[src/sv/sfrc_pkg.sv]
package sfrc_pkg;

  // Default frame length in bytes, header and checksum included.
  localparam int unsigned FRAME_SIZE_DEF = 203;

  // Field widths.
  localparam int unsigned BYTE_W = 8;
  localparam int unsigned POS_W  = 9;
  localparam int unsigned STAT_W = 2;

  // Header byte values.
  localparam logic [BYTE_W-1:0] PREAMBLE_POLL = 8'h71;
  localparam logic [BYTE_W-1:0] DIR_BYTE      = 8'h01;
  localparam logic [BYTE_W-1:0] CAT_STANDARD  = 8'h10;
  localparam logic [BYTE_W-1:0] CAT_EXTRA     = 8'h21;
  // Header bytes not counted by the length byte.
  localparam int unsigned HEADER_EXTRA = 3;

  // Header positions.
  localparam logic [POS_W-1:0] POS_PREAMBLE = 9'd0;
  localparam logic [POS_W-1:0] POS_LENGTH   = 9'd1;
  localparam logic [POS_W-1:0] POS_DIR      = 9'd2;
  localparam logic [POS_W-1:0] POS_CAT      = 9'd3;

  // Per-byte status reported with each echoed byte.
  typedef enum logic [STAT_W-1:0] {
    ST_DISCARD = 2'd0,
    ST_MID     = 2'd1,
    ST_GOOD    = 2'd2,
    ST_BAD     = 2'd3
  } frame_status_t;

endpackage

[src/sv/sfrc_if.sv]
// Channel carrying one received byte.
interface sfrc_in_if;
  import sfrc_pkg::*;

  logic              valid;
  logic              ready;
  logic [BYTE_W-1:0] rx_byte;

  modport source (output valid, output rx_byte, input ready);
  modport sink   (input valid, input rx_byte, output ready);
endinterface

// Channel carrying one echoed byte with its position and status.
interface sfrc_out_if;
  import sfrc_pkg::*;

  logic              valid;
  logic              ready;
  logic [BYTE_W-1:0] data_byte;
  logic [POS_W-1:0]  byte_position;
  logic [STAT_W-1:0] frame_status;

  modport source (output valid, output data_byte, output byte_position,
                  output frame_status, input ready);
  modport sink   (input valid, input data_byte, input byte_position,
                  input frame_status, output ready);
endinterface

[src/sv/serial_frame_receiver_checksum.sv]
// Serial frame receiver with header and checksum check.
// in_chan carries one received byte per transfer (valid/ready). out_chan
// returns every byte once, echoed with its position in the frame and a
// status: discarded, accepted mid-frame, frame complete with good sum, or
// frame complete with bad sum. Header positions 0 to 3 are checked; a wrong
// header byte drops the partial frame, and restarts it if it is a preamble.
// A frame of FRAME_SIZE bytes is good when its bytes sum to zero mod 256.
// A byte taken into the input register is checked on its way into the
// result register and shows on out_chan from there. Throughput is one byte
// per cycle while out_chan does not stall, set by the input register, the
// check logic and the result register forming a two-stage pipeline with a
// single update of the frame count and sum per byte.
// Reset (rst_n low, synchronous) empties both stages and clears the frame
// count and sum. When out_chan stalls, the result register holds its byte;
// the input register takes one more byte only if it is empty; after that
// in_chan.ready stays low until the result is transferred.
module serial_frame_receiver_checksum #(
  parameter int unsigned FRAME_SIZE = sfrc_pkg::FRAME_SIZE_DEF
) (
  input  logic clk,
  input  logic rst_n,
  sfrc_in_if.sink    in_chan,
  sfrc_out_if.source out_chan
);
  import sfrc_pkg::*;

  sfrc_in_if  in_q ();
  sfrc_out_if res ();

  // Input register.
  sfrc_in_reg u_in_reg (
    .clk   (clk),
    .rst_n (rst_n),
    .up    (in_chan),
    .dn    (in_q)
  );

  // Header check, frame count and running sum.
  sfrc_frame_ctl #(
    .FRAME_SIZE (FRAME_SIZE)
  ) u_frame_ctl (
    .clk   (clk),
    .rst_n (rst_n),
    .up    (in_q),
    .dn    (res)
  );

  // Result register.
  sfrc_out_reg u_out_reg (
    .clk   (clk),
    .rst_n (rst_n),
    .up    (res),
    .dn    (out_chan)
  );

endmodule

[src/sv/sfrc_in_reg.sv]
module sfrc_in_reg (
  input  logic  clk,
  input  logic  rst_n,
  sfrc_in_if.sink   up,
  sfrc_in_if.source dn
);
  import sfrc_pkg::*;

  logic              valid_r;
  logic              valid_nxt;
  logic [BYTE_W-1:0] byte_r;

  // The register takes a new byte when empty or when its byte moves on.
  assign up.ready = !valid_r || dn.ready;

  always_comb begin
    valid_nxt = valid_r;
    if (up.ready) begin
      valid_nxt = up.valid;
    end
  end

  always_ff @(posedge clk) begin
    if (!rst_n) begin
      valid_r <= 1'b0;
    end else begin
      valid_r <= valid_nxt;
    end
  end

  // Payload needs no reset.
  always_ff @(posedge clk) begin
    if (up.ready && up.valid) begin
      byte_r <= up.rx_byte;
    end
  end

  assign dn.valid   = valid_r;
  assign dn.rx_byte = byte_r;

endmodule

[src/sv/sfrc_frame_ctl.sv]
module sfrc_frame_ctl #(
  parameter int unsigned FRAME_SIZE = sfrc_pkg::FRAME_SIZE_DEF
) (
  input  logic  clk,
  input  logic  rst_n,
  sfrc_in_if.sink    up,
  sfrc_out_if.source dn
);
  import sfrc_pkg::*;

  localparam logic [POS_W-1:0] FS_W     = POS_W'(FRAME_SIZE);
  localparam logic [POS_W-1:0] LEN_BYTE = POS_W'(FRAME_SIZE - HEADER_EXTRA);

  logic [POS_W-1:0]  held_r;
  logic [POS_W-1:0]  held_nxt;
  logic [BYTE_W-1:0] sum_r;
  logic [BYTE_W-1:0] sum_nxt;

  logic [POS_W-1:0]  held_base;
  logic [BYTE_W-1:0] sum_base;
  logic [POS_W-1:0]  pos;
  logic [POS_W-1:0]  held_inc;
  logic [BYTE_W-1:0] sum_inc;
  logic              hdr_ok;
  logic              is_preamble;
  frame_status_t     status;
  logic              xfer;

  // Header check for the byte's position; body bytes always pass.
  function automatic logic header_ok(input logic [POS_W-1:0] p,
                                     input logic [BYTE_W-1:0] b);
    logic ok;
    ok = 1'b1;
    unique case (p)
      POS_PREAMBLE: ok = (b == PREAMBLE_POLL);
      POS_LENGTH:   ok = ({1'b0, b} == LEN_BYTE);
      POS_DIR:      ok = (b == DIR_BYTE);
      POS_CAT:      ok = (b == CAT_STANDARD) || (b == CAT_EXTRA);
      default:      ok = 1'b1;
    endcase
    return ok;
  endfunction

  // Purely a transform stage: the byte passes straight to the result register.
  assign up.ready = dn.ready;
  assign dn.valid = up.valid;
  assign xfer     = up.valid && dn.ready;

  // A completed frame is emptied before the next byte is checked.
  always_comb begin
    held_base = held_r;
    sum_base  = sum_r;
    if (held_r >= FS_W) begin
      held_base = '0;
      sum_base  = '0;
    end
  end

  assign hdr_ok      = header_ok(held_base, up.rx_byte);
  assign is_preamble = (up.rx_byte == PREAMBLE_POLL);

  // A wrong header byte drops the partial frame; a preamble restarts it.
  always_comb begin
    pos      = held_base;
    held_inc = held_base + POS_W'(1);
    sum_inc  = sum_base + up.rx_byte;
    if (!hdr_ok) begin
      pos      = '0;
      held_inc = POS_W'(1);
      sum_inc  = up.rx_byte;
    end
  end

  // Status and next frame state.
  always_comb begin
    held_nxt = held_inc;
    sum_nxt  = sum_inc;
    status   = ST_MID;
    if (!hdr_ok && !is_preamble) begin
      status   = ST_DISCARD;
      held_nxt = '0;
      sum_nxt  = '0;
    end else if (held_inc < FS_W) begin
      status = ST_MID;
    end else if (sum_inc == '0) begin
      status = ST_GOOD;
    end else begin
      status   = ST_BAD;
      held_nxt = '0;
      sum_nxt  = '0;
    end
  end

  always_ff @(posedge clk) begin
    if (!rst_n) begin
      held_r <= '0;
      sum_r  <= '0;
    end else if (xfer) begin
      held_r <= held_nxt;
      sum_r  <= sum_nxt;
    end
  end

  assign dn.data_byte     = up.rx_byte;
  assign dn.byte_position = (status == ST_DISCARD) ? '0 : pos;
  assign dn.frame_status  = status;

endmodule

[src/sv/sfrc_out_reg.sv]
module sfrc_out_reg (
  input  logic  clk,
  input  logic  rst_n,
  sfrc_out_if.sink   up,
  sfrc_out_if.source dn
);
  import sfrc_pkg::*;

  logic              valid_r;
  logic              valid_nxt;
  logic [BYTE_W-1:0] byte_r;
  logic [POS_W-1:0]  pos_r;
  logic [STAT_W-1:0] stat_r;

  // Load a new result when empty or when the held one is transferred.
  assign up.ready = !valid_r || dn.ready;

  always_comb begin
    valid_nxt = valid_r;
    if (up.ready) begin
      valid_nxt = up.valid;
    end
  end

  always_ff @(posedge clk) begin
    if (!rst_n) begin
      valid_r <= 1'b0;
    end else begin
      valid_r <= valid_nxt;
    end
  end

  always_ff @(posedge clk) begin
    if (up.ready && up.valid) begin
      byte_r <= up.data_byte;
      pos_r  <= up.byte_position;
      stat_r <= up.frame_status;
    end
  end

  assign dn.valid         = valid_r;
  assign dn.data_byte     = byte_r;
  assign dn.byte_position = pos_r;
  assign dn.frame_status  = stat_r;

endmodule
[src/flat_wrapper.sv]
// flat-port wrapper written by rule: the top's interface ports become plain ports
module serial_frame_receiver_checksum_flat import sfrc_pkg::*;
#(
  parameter int unsigned FRAME_SIZE = sfrc_pkg::FRAME_SIZE_DEF
)
  (clk, rst_n, in_chan_valid, in_chan_rx_byte, in_chan_ready, out_chan_valid, out_chan_data_byte, out_chan_byte_position, out_chan_frame_status, out_chan_ready);
  sfrc_in_if in_chan_i ();
  sfrc_out_if out_chan_i ();
  input  logic clk;
  input  logic rst_n;
  input wire logic [$bits(in_chan_i.valid)-1:0] in_chan_valid;
  input wire logic [$bits(in_chan_i.rx_byte)-1:0] in_chan_rx_byte;
  output wire logic [$bits(in_chan_i.ready)-1:0] in_chan_ready;
  output wire logic [$bits(out_chan_i.valid)-1:0] out_chan_valid;
  output wire logic [$bits(out_chan_i.data_byte)-1:0] out_chan_data_byte;
  output wire logic [$bits(out_chan_i.byte_position)-1:0] out_chan_byte_position;
  output wire logic [$bits(out_chan_i.frame_status)-1:0] out_chan_frame_status;
  input wire logic [$bits(out_chan_i.ready)-1:0] out_chan_ready;
  assign in_chan_i.valid = in_chan_valid;
  assign in_chan_i.rx_byte = in_chan_rx_byte;
  assign in_chan_ready = in_chan_i.ready;
  assign out_chan_valid = out_chan_i.valid;
  assign out_chan_data_byte = out_chan_i.data_byte;
  assign out_chan_byte_position = out_chan_i.byte_position;
  assign out_chan_frame_status = out_chan_i.frame_status;
  assign out_chan_i.ready = out_chan_ready;
  serial_frame_receiver_checksum #(.FRAME_SIZE(FRAME_SIZE)) u_core (.clk(clk), .rst_n(rst_n), .in_chan(in_chan_i), .out_chan(out_chan_i));
endmodule
[config.mk]
export PLATFORM = sky130hd
export DESIGN_NAME = serial_frame_receiver_checksum_flat
export DESIGN_NICKNAME = d
export VERILOG_FILES = /design/src/sv/sfrc_pkg.sv /design/src/sv/sfrc_if.sv /design/src/sv/serial_frame_receiver_checksum.sv /design/src/sv/sfrc_in_reg.sv /design/src/sv/sfrc_frame_ctl.sv /design/src/sv/sfrc_out_reg.sv /design/src/flat_wrapper.sv
export SDC_FILE = /design/constraint.sdc
export NUM_CORES = 1
export LEC_CHECK = 0
export ABC_AREA = 1
export BUFFER_PORTS_ARGS = -buffer_cell sky130_fd_sc_hd__buf_2
export CAP_MARGIN = 20
export CELL_PAD_IN_SITES_DETAIL_PLACEMENT = 1
export CELL_PAD_IN_SITES_GLOBAL_PLACEMENT = 2
export CORE_MARGIN = 4
export CORE_UTILIZATION = 25
export CTS_CLUSTER_DIAMETER = 40
export DETAILED_ROUTE_END_ITERATION = 10
export PLACE_DENSITY = 0.72
export SLEW_MARGIN = 15
export SYNTH_ARGS = -nofsm -noshare
export SYNTH_HDL_FRONTEND = slang
export SYNTH_SLANG_ARGS = --single-unit
export TNS_END_PERCENT = 5
[constraint.sdc]
create_clock -name clk -period 3 [get_ports clk]
set_input_delay 0.15 -clock clk [delete_from_list [all_inputs] [get_ports clk]]
set_output_delay 0.15 -clock clk [all_outputs]
set_load 0.1 [all_outputs]
==> flow_summary_export.csv, run 1 <==
group,metric,value,unit
synth,synth-seq-area-share,44.1,%
sta,max_slew_margin,51.6,%
drt,routed_wl,7490,µm
finish,drive_gt1_share,34.8,%
setup_path,worstReg2RegStart,"u_core.u_frame_ctl.held_r[1]",
hold_path,hold_start,"in_chan_rx_byte[6]",
floorplan,die_width,112,µm
global_routing,grt_pass1_wl,12000,µm
cts,numCtsBuffers,5,
finish,layout_common_cells,"nand2_1 (74), inv_1 (45), buf_2 (32)",
drt,first_pass_iters,4,
sta,worst_slew_pin_slew,0.722,ns
synth,yosysUniqueCellTypes,34,
synth,synth_top_area_share,30.0,%
place,dpl_worst_slack,0.00230,ns
synth,syn-cell-area,2700,µm²
synth,synthesis.nets,362,
global_routing,first_global_vias,2424,
synth,synth_warnings,0,
cts,cts_tree,"done",
drt,routedWlPerCell,14.1,µm
power,power,1260,µW
global_routing,grt_max_degree,24,
cts,cts-root-buf,"clkbuf_8",
cts,clk_latency,0.30,ns
sta,finalWorstSetupSlack,0.202,ns
drt,viasPerCell,4.37,
setup_path,path_buf_inv,4,
finish,utilization,33.0,%
synth,synth_area_per_cell,7.99,µm²
hold_path,min_path_type,"primary input to flip-flop",
drt,ant_nets,0,
place,placed_area,3040,µm²
global_routing,groute.usage.overall,11.8,%
global_routing,grt_overflow,0,
drt,drc,0,
synth,syn_inst,338,
cts,numClockSinks,46,
global_routing,antenna_found_initial,0,
synth,synth_top_cell_by_area,"edfxtp_1",
sta,maxSlewViolCount,0,
setup_path,crit_path_start,"u_core.u_frame_ctl.held_r[1]",
sta,final_hold_viol_count,0,
power,power.density,368,nW/µm²
floorplan,die_h,112,µm
setup_path,critical-path-max-stage-delay,0.34,ns
place,place_congestion,0.838,
finish,fillers,1271,
finish,regArea,1190,µm²
outcome,status,"completed",
synth,synthTopCellsByArea,"edfxtp_1 (30%), dfxtp_1 (14%), nand2_1 (12%)",
floorplan,ios,33,
finish,multi_input_area,1420,µm²
place,portBuffers,32,
cts,cts_max_path_buffers,2,
sta,skew,0.00971,ns
sta,fmax,0.357,GHz
drt,num_vias,2330,
finish,final_common_cell,"nand2_1",
setup_path,cp_cell_sequence,"nand2_1 > nand2_1 > nand2_1 > nand2_2 > nand2_4 > nand2_8 > inv_4 > nand2_2 > inv_4 > ha_4 > inv_2 > a21o_1 > nand2_1 > nand2_2 > nor2_4 > buf_4 > nand4_1 > nand2_2 > nand2_1 > nor2_2 > nand3_2 > nand2_4 > nand2_2 > a21oi_2",
power,p_leak,0.00148,µW
finish,num-nets-final,420,
finish,final_area,3440,µm²
finish,n_antenna_cell,0,
cts,cts.reportedPaths.clkPinSlew,0.09,ns
setup_path,end_kind,"flip-flop",
finish,area_delta_synth_final,27.2,%
synth,ys_seq_elements,46,
setup_path,crit_type,"flip-flop to flip-flop",
cts,htreeDepth,2,
setup_path,cp_max_fo,8,
cts,hold_buffers,0,
floorplan,start_util,25.9,%
floorplan,dieArea,12500,µm²
place,dp_hpwl,5640,µm
sta,period_needed,2.80,ns
floorplan,row_count,37,
floorplan,coreArea,10400,µm²
setup_path,cp.arrival,3.02,ns
sta,finalCritPeriodShare,93.3,%
setup_path,worstSetupStartpointType,"flip-flop",
job,drv_cap,0,
sta,setup_viol,0,
setup_path,crit_family,"simple AND/OR/NAND/NOR gates",
setup_path,cp_slowest_cell,"dfxtp_2",
drt,drt_iter0_markers,59,
setup_path,cp.required,3.22,ns
power,ir_drop,0.188,mV
## timing repair
action,in CTS,in global routing
pin swaps,1,17
buffers inserted,6,13
endpoints found under the setup margin,5,17
resized for setup,2,48
## cells by family (layout without fill, tap and decap cells)
family	after synthesis	after routing	share of synthesized area [%]
AND/OR/NAND/NOR	180	180	31.3
buffers and inverters	60	119	8.71
flip-flops	46	46	44.1
AO/OA/AOI/OAI	34	34	8.29
adder cells (fa/ha/maj)	12	12	5.84
XOR/XNOR	5	5	1.62
other	1	1	0.139
## per-layer routing
metal | vias up | global-route usage [%] | wire length (µm)
li1 | 1191 | - | -
met1 | 1115 | 14.3 | 3450
met2 | 18 | 21.9 | 3830
met3 | 6 | 1.96 | 152
met4 | 0 | 2.16 | 55
met5 | - | 0 | 0
## final timing paths
check / slack, ns / end / cells past startpoint
max: 0.20 / u_core.u_frame_ctl.held_r[0] / 24
min: 0.02 / u_core.u_in_reg.dn.rx_byte[6] / 1
max reg2reg: 0.20 / u_core.u_frame_ctl.held_r[0] / 24
min reg2reg: 0.47 / u_core.u_frame_ctl.sum_r[2] / 2
## report_power, final
part | total, µW | switching, µW | internal, µW
registers | 704 | 15.3 | 689
logic | 187 | 149 | 37.8
clock network | 373 | 212 | 161
total | 1260 | 377 | 887
## area by class of cell
| type | count | area share [%] |
|---|---|---|
| Sequential cell | 46 | 34.8 |
| Inverter | 54 | 6.12 |
| Timing Repair Buffer | 57 | 10.6 |
| Multi-Input combinational cell | 232 | 41.2 |
| Clock buffer | 6 | 2.11 |
| Clock inverter | 2 | 0.255 |
| Tap cell | 136 | 4.95 |
## Yosys cell counts (all sizes together)
cell type  count
buf            4
edfxtp        27
xnor2          2
nand3b         1
nand3         23
fa             1
o21bai         2
clkinv         1
conb           1
o21a           1
dfxtp         19
clkbuf         2
inv           53
and3           1
xor2           3
ha            11
nand2        103
o21ai          5
a21o           2
a21oi         24
nor2          39
nor3           4
nand4          9
## flip-flops by register name, indices dropped and copies added (netlist names)
signal	flops
u_core.u_frame_ctl.held_r	9
u_core.u_frame_ctl.sum_r	8
u_core.u_in_reg.dn.rx_byte	8
u_core.u_in_reg.dn.valid	1
u_core.u_out_reg.dn.byte_position	9
u_core.u_out_reg.dn.data_byte	8
u_core.u_out_reg.dn.frame_status	2
u_core.u_out_reg.dn.valid	1
## per-stage QoR
step           setup TNS [ns]  instances  hold slack, ns
6_report                    0        533          0.0190
5_1_grt                -0.314        533         0.00368
4_1_cts                     0        520         0.00678
3_5_place_dp                0        506           0.329
3_3_place_gp                0        506           0.328
2_1_floorplan               0        338           0.249
Note: power is estimated with default switching activity, not from simulation.
==> run 2: changes to the inputs <==
CORE_UTILIZATION = 34   (was 25)
GPL_TIMING_DRIVEN = 0   (was unset)
PLACE_DENSITY = 0.9   (was 0.72)
==> run 2 against run 1 <==
Sequential power hardly changed. Critical path depth unchanged. Via count down 1.5%. Total power grew 13%. Hold slack barely moved. Sequential share of layout area grew 0.95 points. Cell count is 7.5% lower. Die area fell by 25%. Worst setup slack gained 0.0068 ns. Clock power is 47% higher. Clock-buffer cell count fell by 1. First-iteration DRC count decreased by 8.5%. Largest power group unchanged.
==> flow_summary_export.csv, run 2 (same netlist as run 1, synthesis figures left out) <==
group,metric,value,unit
finish,final_common_cell,"nand2_1",
setup_path,cp.required,3.17,ns
sta,fmax,0.358,GHz
floorplan,ios,33,
drt,first_pass_iters,4,
place,place_congestion,0.790,
floorplan,die_h,97.1,µm
drt,viasPerCell,4.66,
drt,ant_nets,0,
finish,n_antenna_cell,0,
floorplan,dieArea,9440,µm²
hold_path,hold_depth,1,
setup_path,worstSetupStartpointType,"flip-flop",
setup_path,cp.arrival,2.96,ns
power,p_leak,0.00146,µW
sta,max_slew_margin,39.1,%
power,power.density,427,nW/µm²
hold_path,min_path_type,"primary input to flip-flop",
drt,routed_wl,7110,µm
place,dpl_worst_slack,-0.0915,ns
drt,num_vias,2296,
setup_path,rr_worst_depth,24,
floorplan,coreArea,7730,µm²
outcome,status,"completed",
floorplan,die_width,97.1,µm
finish,num-nets-final,414,
sta,finalWorstSetupSlack,0.208,ns
drt,drt_iter0_markers,54,
global_routing,antenna_found_initial,0,
hold_path,min_to,"u_core.u_in_reg.dn.rx_byte[7]",
cts,numClockSinks,46,
setup_path,crit_type,"flip-flop to flip-flop",
power,clock_power_share,38.3,%
job,drv_cap,0,
hold_path,hold_start,"in_chan_rx_byte[7]",
sta,skew,0.00797,ns
cts,numCtsBuffers,5,
finish,layout_common_cells,"nand2_1 (78), inv_1 (46), buf_2 (32)",
finish,area_delta_synth_final,24.2,%
place,portBuffers,32,
global_routing,grt_pass1_wl,11500,µm
cts,cts.reportedPaths.clkPinSlew,0.09,ns
power,internal_power,1050,µW
power,p_seq_share,49.2,%
cts,cts-root-buf,"clkbuf_8",
setup_path,regToRegSetupSlack,0.21,ns
power,sw_frac_of_total,26.6,%
power,ir_drop,0.293,mV
power,p_switching,381,µW
cts,htreeDepth,2,
cts,cts_max_path_buffers,2,
global_routing,grt_overflow,0,
floorplan,row_count,32,
finish,drive_gt1_share,32.7,%
sta,hold_ws,0.0191,ns
drt,routedWlPerCell,14.4,µm
sta,final_hold_viol_count,0,
finish,utilization,43.4,%
setup_path,cp_max_fo,8,
drt,drc,0,
cts,cts_tree,"done",
power,power_frac_comb,12.5,%
place,dp_hpwl,5250,µm
sta,worst_slew_pin_slew,0.912,ns
sta,maxSlewViolCount,0,
global_routing,groute.usage.overall,15.1,%
sta,period_needed,2.79,ns
cts,clk_latency,0.30,ns
sta,setup_viol,0,
setup_path,end_kind,"flip-flop",
setup_path,reg2reg_to,"u_core.u_frame_ctl.held_r[1]",
global_routing,first_global_vias,2388,
sta,finalCritPeriodShare,93.1,%
floorplan,start_util,35.0,%
global_routing,grt_max_degree,23,
setup_path,worstReg2RegStart,"u_core.u_frame_ctl.held_r[0]",
-- run 2: changes by cell type in the layout (fill, tap and decap cells not counted), moves of 2 or more --
cell,change
nand2_2,-4
buf_6,-2
a21oi_1,+2
nor2_2,+3
nand2_1,+4
bufinv_16,+2
nor2_4,-2
buf_4,-8
-- run 2: layer usage --
metal	global-route usage (%)	share of wire (%)	up-vias
met4	3.78	1.4	0
met1	18.9	45	1064
met2	26.9	51	39
li1	-	-	1182
met3	2.37	2.6	11
met5	0	0	-
-- run 2: critical path, stage by stage, from the launching register on --
cell and delay, ns:
dfxtp_4 0.37, nand2_2 0.06, nand2_1 0.05, nand2_1 0.06, nand2_2 0.06, nand2_4 0.09, nand2_4 0.08, inv_6 0.08
nand2_2 0.08, inv_4 0.09, ha_4 0.14, inv_2 0.05, a21o_1 0.17, nand2_1 0.07, nand2_2 0.06, nor2_4 0.13
nand3_4 0.12, buf_8 0.16, buf_4 0.14, o21ai_2 0.15, nor2_2 0.07, nand3_2 0.10, nand2_4 0.12, nand2_2 0.09
a21oi_2 0.05
-- run 2: worst max-delay path by stage --
stage                                             from  slack [ns]                                  end  cells after the start
after detailed placement  u_core.u_frame_ctl.held_r[0]       -0.09  u_core.u_out_reg.dn.frame_status[0]                     21
after global placement    u_core.u_frame_ctl.held_r[0]       -0.09  u_core.u_out_reg.dn.frame_status[0]                     21
after global routing      u_core.u_frame_ctl.held_r[0]      -0.008         u_core.u_frame_ctl.held_r[7]                     25
after CTS                 u_core.u_frame_ctl.held_r[0]       0.003  u_core.u_out_reg.dn.frame_status[0]                     21
after floorplan              u_core.u_out_reg.dn.valid        0.30        u_core.u_in_reg.dn.rx_byte[0]                      3
final                     u_core.u_frame_ctl.held_r[0]        0.21         u_core.u_frame_ctl.held_r[1]                     24
-- run 2: layout make-up --
class                      instances  area [µm²]
inverter                          54         213
clock inverter                     3        63.8
buffer                             5        41.3
fill                             978        4370
timing repair buffer              46         265
sequential                        46        1200
clock buffer                       5        68.8
multi-input combinational        232        1380
tap                              102         128
-- run 2: power groups by stage --
stage	combinational [µW]	clock, µW	sequential, µW
3_3_place_gp	175	0	718
3_5_place_dp	176	0	719
5_1_grt	192	589	707
2_1_floorplan	52.5	0	802
4_1_cts	177	556	705
6_report	180	548	704
-- run 2: timing repair --
item	in CTS	in global routing
setup buffers	1	13
pin swaps	1	7
setup endpoints to repair	9	17
hold buffers	0	0
resized for setup	7	34
hold endpoints to repair	0	0
-- run 2: through the flow --
stage | setup TNS [ns] | total power (µW) | cell area (µm²) | std cells
2_1_floorplan | 0 | 854 | 2700 | 338
3_3_place_gp | -0.328 | 893 | 2990 | 472
3_5_place_dp | -0.406 | 895 | 2990 | 472
4_1_cts | 0 | 1440 | 3140 | 481
5_1_grt | -0.00827 | 1490 | 3350 | 493
6_report | 0 | 1430 | 3350 | 493
==> run 3: changes to the inputs <==
CORE_UTILIZATION = 33   (was 34)
PLACE_DENSITY = 0.88   (was 0.9)
==> run 3 against run 2 <==
Combinational power hardly changed. First-iteration DRC count is 17% lower. Worst setup slack better by 0.026 ns. Clock-buffer cell count is 1 higher. Wire length is 0.39% lower. Core utilization is 1.4 points lower. Sequential power hardly changed. Sequential share of layout area is 0.58 points higher. Non-clock buffer count stayed put. Clock power is 23% lower.
==> flow_summary_export.csv, run 3 (same netlist as run 1, synthesis figures left out) <==
group,metric,value,unit
outcome,status,"completed",
finish,final_area,3300,µm²
floorplan,row_count,32,
sta,worst_slew_pin_slew,0.916,ns
setup_path,critical-path-max-stage-delay,0.38,ns
setup_path,crit_type,"flip-flop to flip-flop",
power,p_seq_share,53.8,%
power,ir_drop,0.139,mV
power,internal_power,912,µW
setup_path,path_common_cell,"nand2_2",
global_routing,grt_overflow,0,
sta,setup_viol,0,
place,dpl.cell_count,472,
sta,max_slew_margin,38.9,%
floorplan,ios,33,
finish,area_delta_synth_final,22.2,%
sta,hold_ws,0.0161,ns
setup_path,cp_max_fo,8,
cts,numClockSinks,46,
floorplan,coreArea,7850,µm²
cts,htreeDepth,2,
power,power.density,396,nW/µm²
place,place_congestion,0.795,
setup_path,cp_slowest_cell,"dfxtp_4",
setup_path,cp.arrival,3.00,ns
global_routing,antenna_found_initial,0,
setup_path,worstSetupStartpointType,"flip-flop",
setup_path,cp.required,3.23,ns
job,drv_cap,0,
cts,numCtsBuffers,5,
setup_path,path_buf_inv,4,
sta,finalCritPeriodShare,92.2,%
cts,cts_tree,"done",
setup_path,crit_family,"simple AND/OR/NAND/NOR gates",
sta,rsz0062_at_grt,"yes",
setup_path,end_kind,"flip-flop",
sta,final_hold_viol_count,0,
sta,maxSlewViolCount,0,
cts,cts-root-buf,"clkbuf_8",
global_routing,grt_max_degree,23,
place,portBuffers,32,
power,sw_frac_of_total,30.2,%
place,dp_hpwl,5280,µm
floorplan,start_util,34.4,%
finish,final_common_cell,"nand2_1",
drt,drt_iter0_markers,45,
drt,viasPerCell,4.58,
drt,num_vias,2258,
cts,clk_latency,0.31,ns
finish,layout_common_cells,"nand2_1 (76), inv_1 (46), buf_2 (32)",
place,placed_area,2990,µm²
finish,fillers,1005,
global_routing,grt_pass1_wl,11700,µm
finish,drive_gt1_share,31.5,%
power,clock_power_share,32.2,%
drt,ant_nets,0,
floorplan,die_width,98.5,µm
setup_path,cp_cell_sequence,"nand2_2 > nand2_1 > nand2_2 > nand2_2 > nand2_4 > nand2_4 > clkinv_4 > nand2_4 > inv_4 > ha_2 > inv_2 > a21o_1 > nand2_1 > nand2_2 > nor2_4 > nand3_4 > buf_8 > nand2_2 > o21ai_2 > nor2_2 > nand3_2 > nand2_4 > nand2_2 > a21oi_2",
drt,routedWlPerCell,14.4,µm
cts,cts_max_path_buffers,2,
cts,cts.reportedPaths.clkPinSlew,0.10,ns
hold_path,min_path_type,"primary input to flip-flop",
power,power_frac_comb,14.0,%
power,p_switching,394,µW
sta,skew,0.0134,ns
floorplan,die_h,98.5,µm
finish,instances_no_fill,493,
setup_path,regToRegSetupSlack,0.23,ns
drt,drc,0,
sta,fin_setup_tns,0,ns
power,p_leak,0.00144,µW
global_routing,groute.usage.overall,15.0,%
sta,fmax,0.362,GHz
drt,routed_wl,7090,µm
finish,n_antenna_cell,0,
floorplan,dieArea,9700,µm²
sta,period_needed,2.77,ns
finish,num-nets-final,414,
drt,first_pass_iters,4,
global_routing,first_global_vias,2436,
run 3: final cells by class:
type                       instances  area, µm²  share of cell area [%]
multi-input combinational        232       1350                    40.8
inverter                          54        210                    6.37
buffer                             6       48.8                    1.48
timing repair buffer              45        270                    8.19
clock buffer                       6       82.6                    2.50
clock inverter                     2       16.3                   0.493
sequential                        46       1200                    36.3
tap                              102        128                    3.87
run 3: repair_timing:
item                                    4_1_cts  5_1_grt
pin swaps                                     2       13
hold buffers                                  0        2
gates resized for setup                       8       31
setup buffers                                 2        9
endpoints found under the setup margin        9       17
endpoints found under the hold margin         0        2
gates cloned                                  0        0
run 3: power by group through the flow:
stage                     registers (µW)  clock network (µW)  logic [µW]
final                                703                 421         182
after global routing                 706                 468         195
after CTS                            704                 436         180
after detailed placement             718                   0         178
after global placement               718                   0         175
after floorplan                      802                   0        52.5
run 3: layer usage:
| metal | wire, µm | up-vias | GRT usage [%] |
|---|---|---|---|
| met2 | 3700 | 20 | 27.4 |
| met1 | 3170 | 1054 | 18.4 |
| li1 | - | 1177 | - |
| met3 | 142 | 7 | 2.62 |
| met5 | 0 | - | 0 |
| met4 | 75 | 0 | 3.47 |
run 3: path summary, 6_finish.rpt:
path / start / endpoint / depth (start not counted)
hold reg to reg: u_core.u_frame_ctl.sum_r[0] / u_core.u_frame_ctl.sum_r[0] / 2
setup / recovery: u_core.u_frame_ctl.held_r[0] / u_core.u_frame_ctl.held_r[0] / 24
setup reg to reg: u_core.u_frame_ctl.held_r[0] / u_core.u_frame_ctl.held_r[0] / 24
hold / removal: in_chan_rx_byte[4] / u_core.u_in_reg.dn.rx_byte[4] / 1
run 3: per-stage QoR:
| step | setup slack (ns) | util [%] | power [µW] |
|---|---|---|---|
| finish | 0.235 | 42.1 | 1310 |
| CTS | 0.00672 | 39.7 | 1320 |
| global route | -0.0337 | 42.1 | 1370 |
| global placement | -0.0702 | 38.1 | 893 |
| detailed placement | -0.0864 | 38.1 | 896 |
| floorplan | 0.304 | - | 854 |
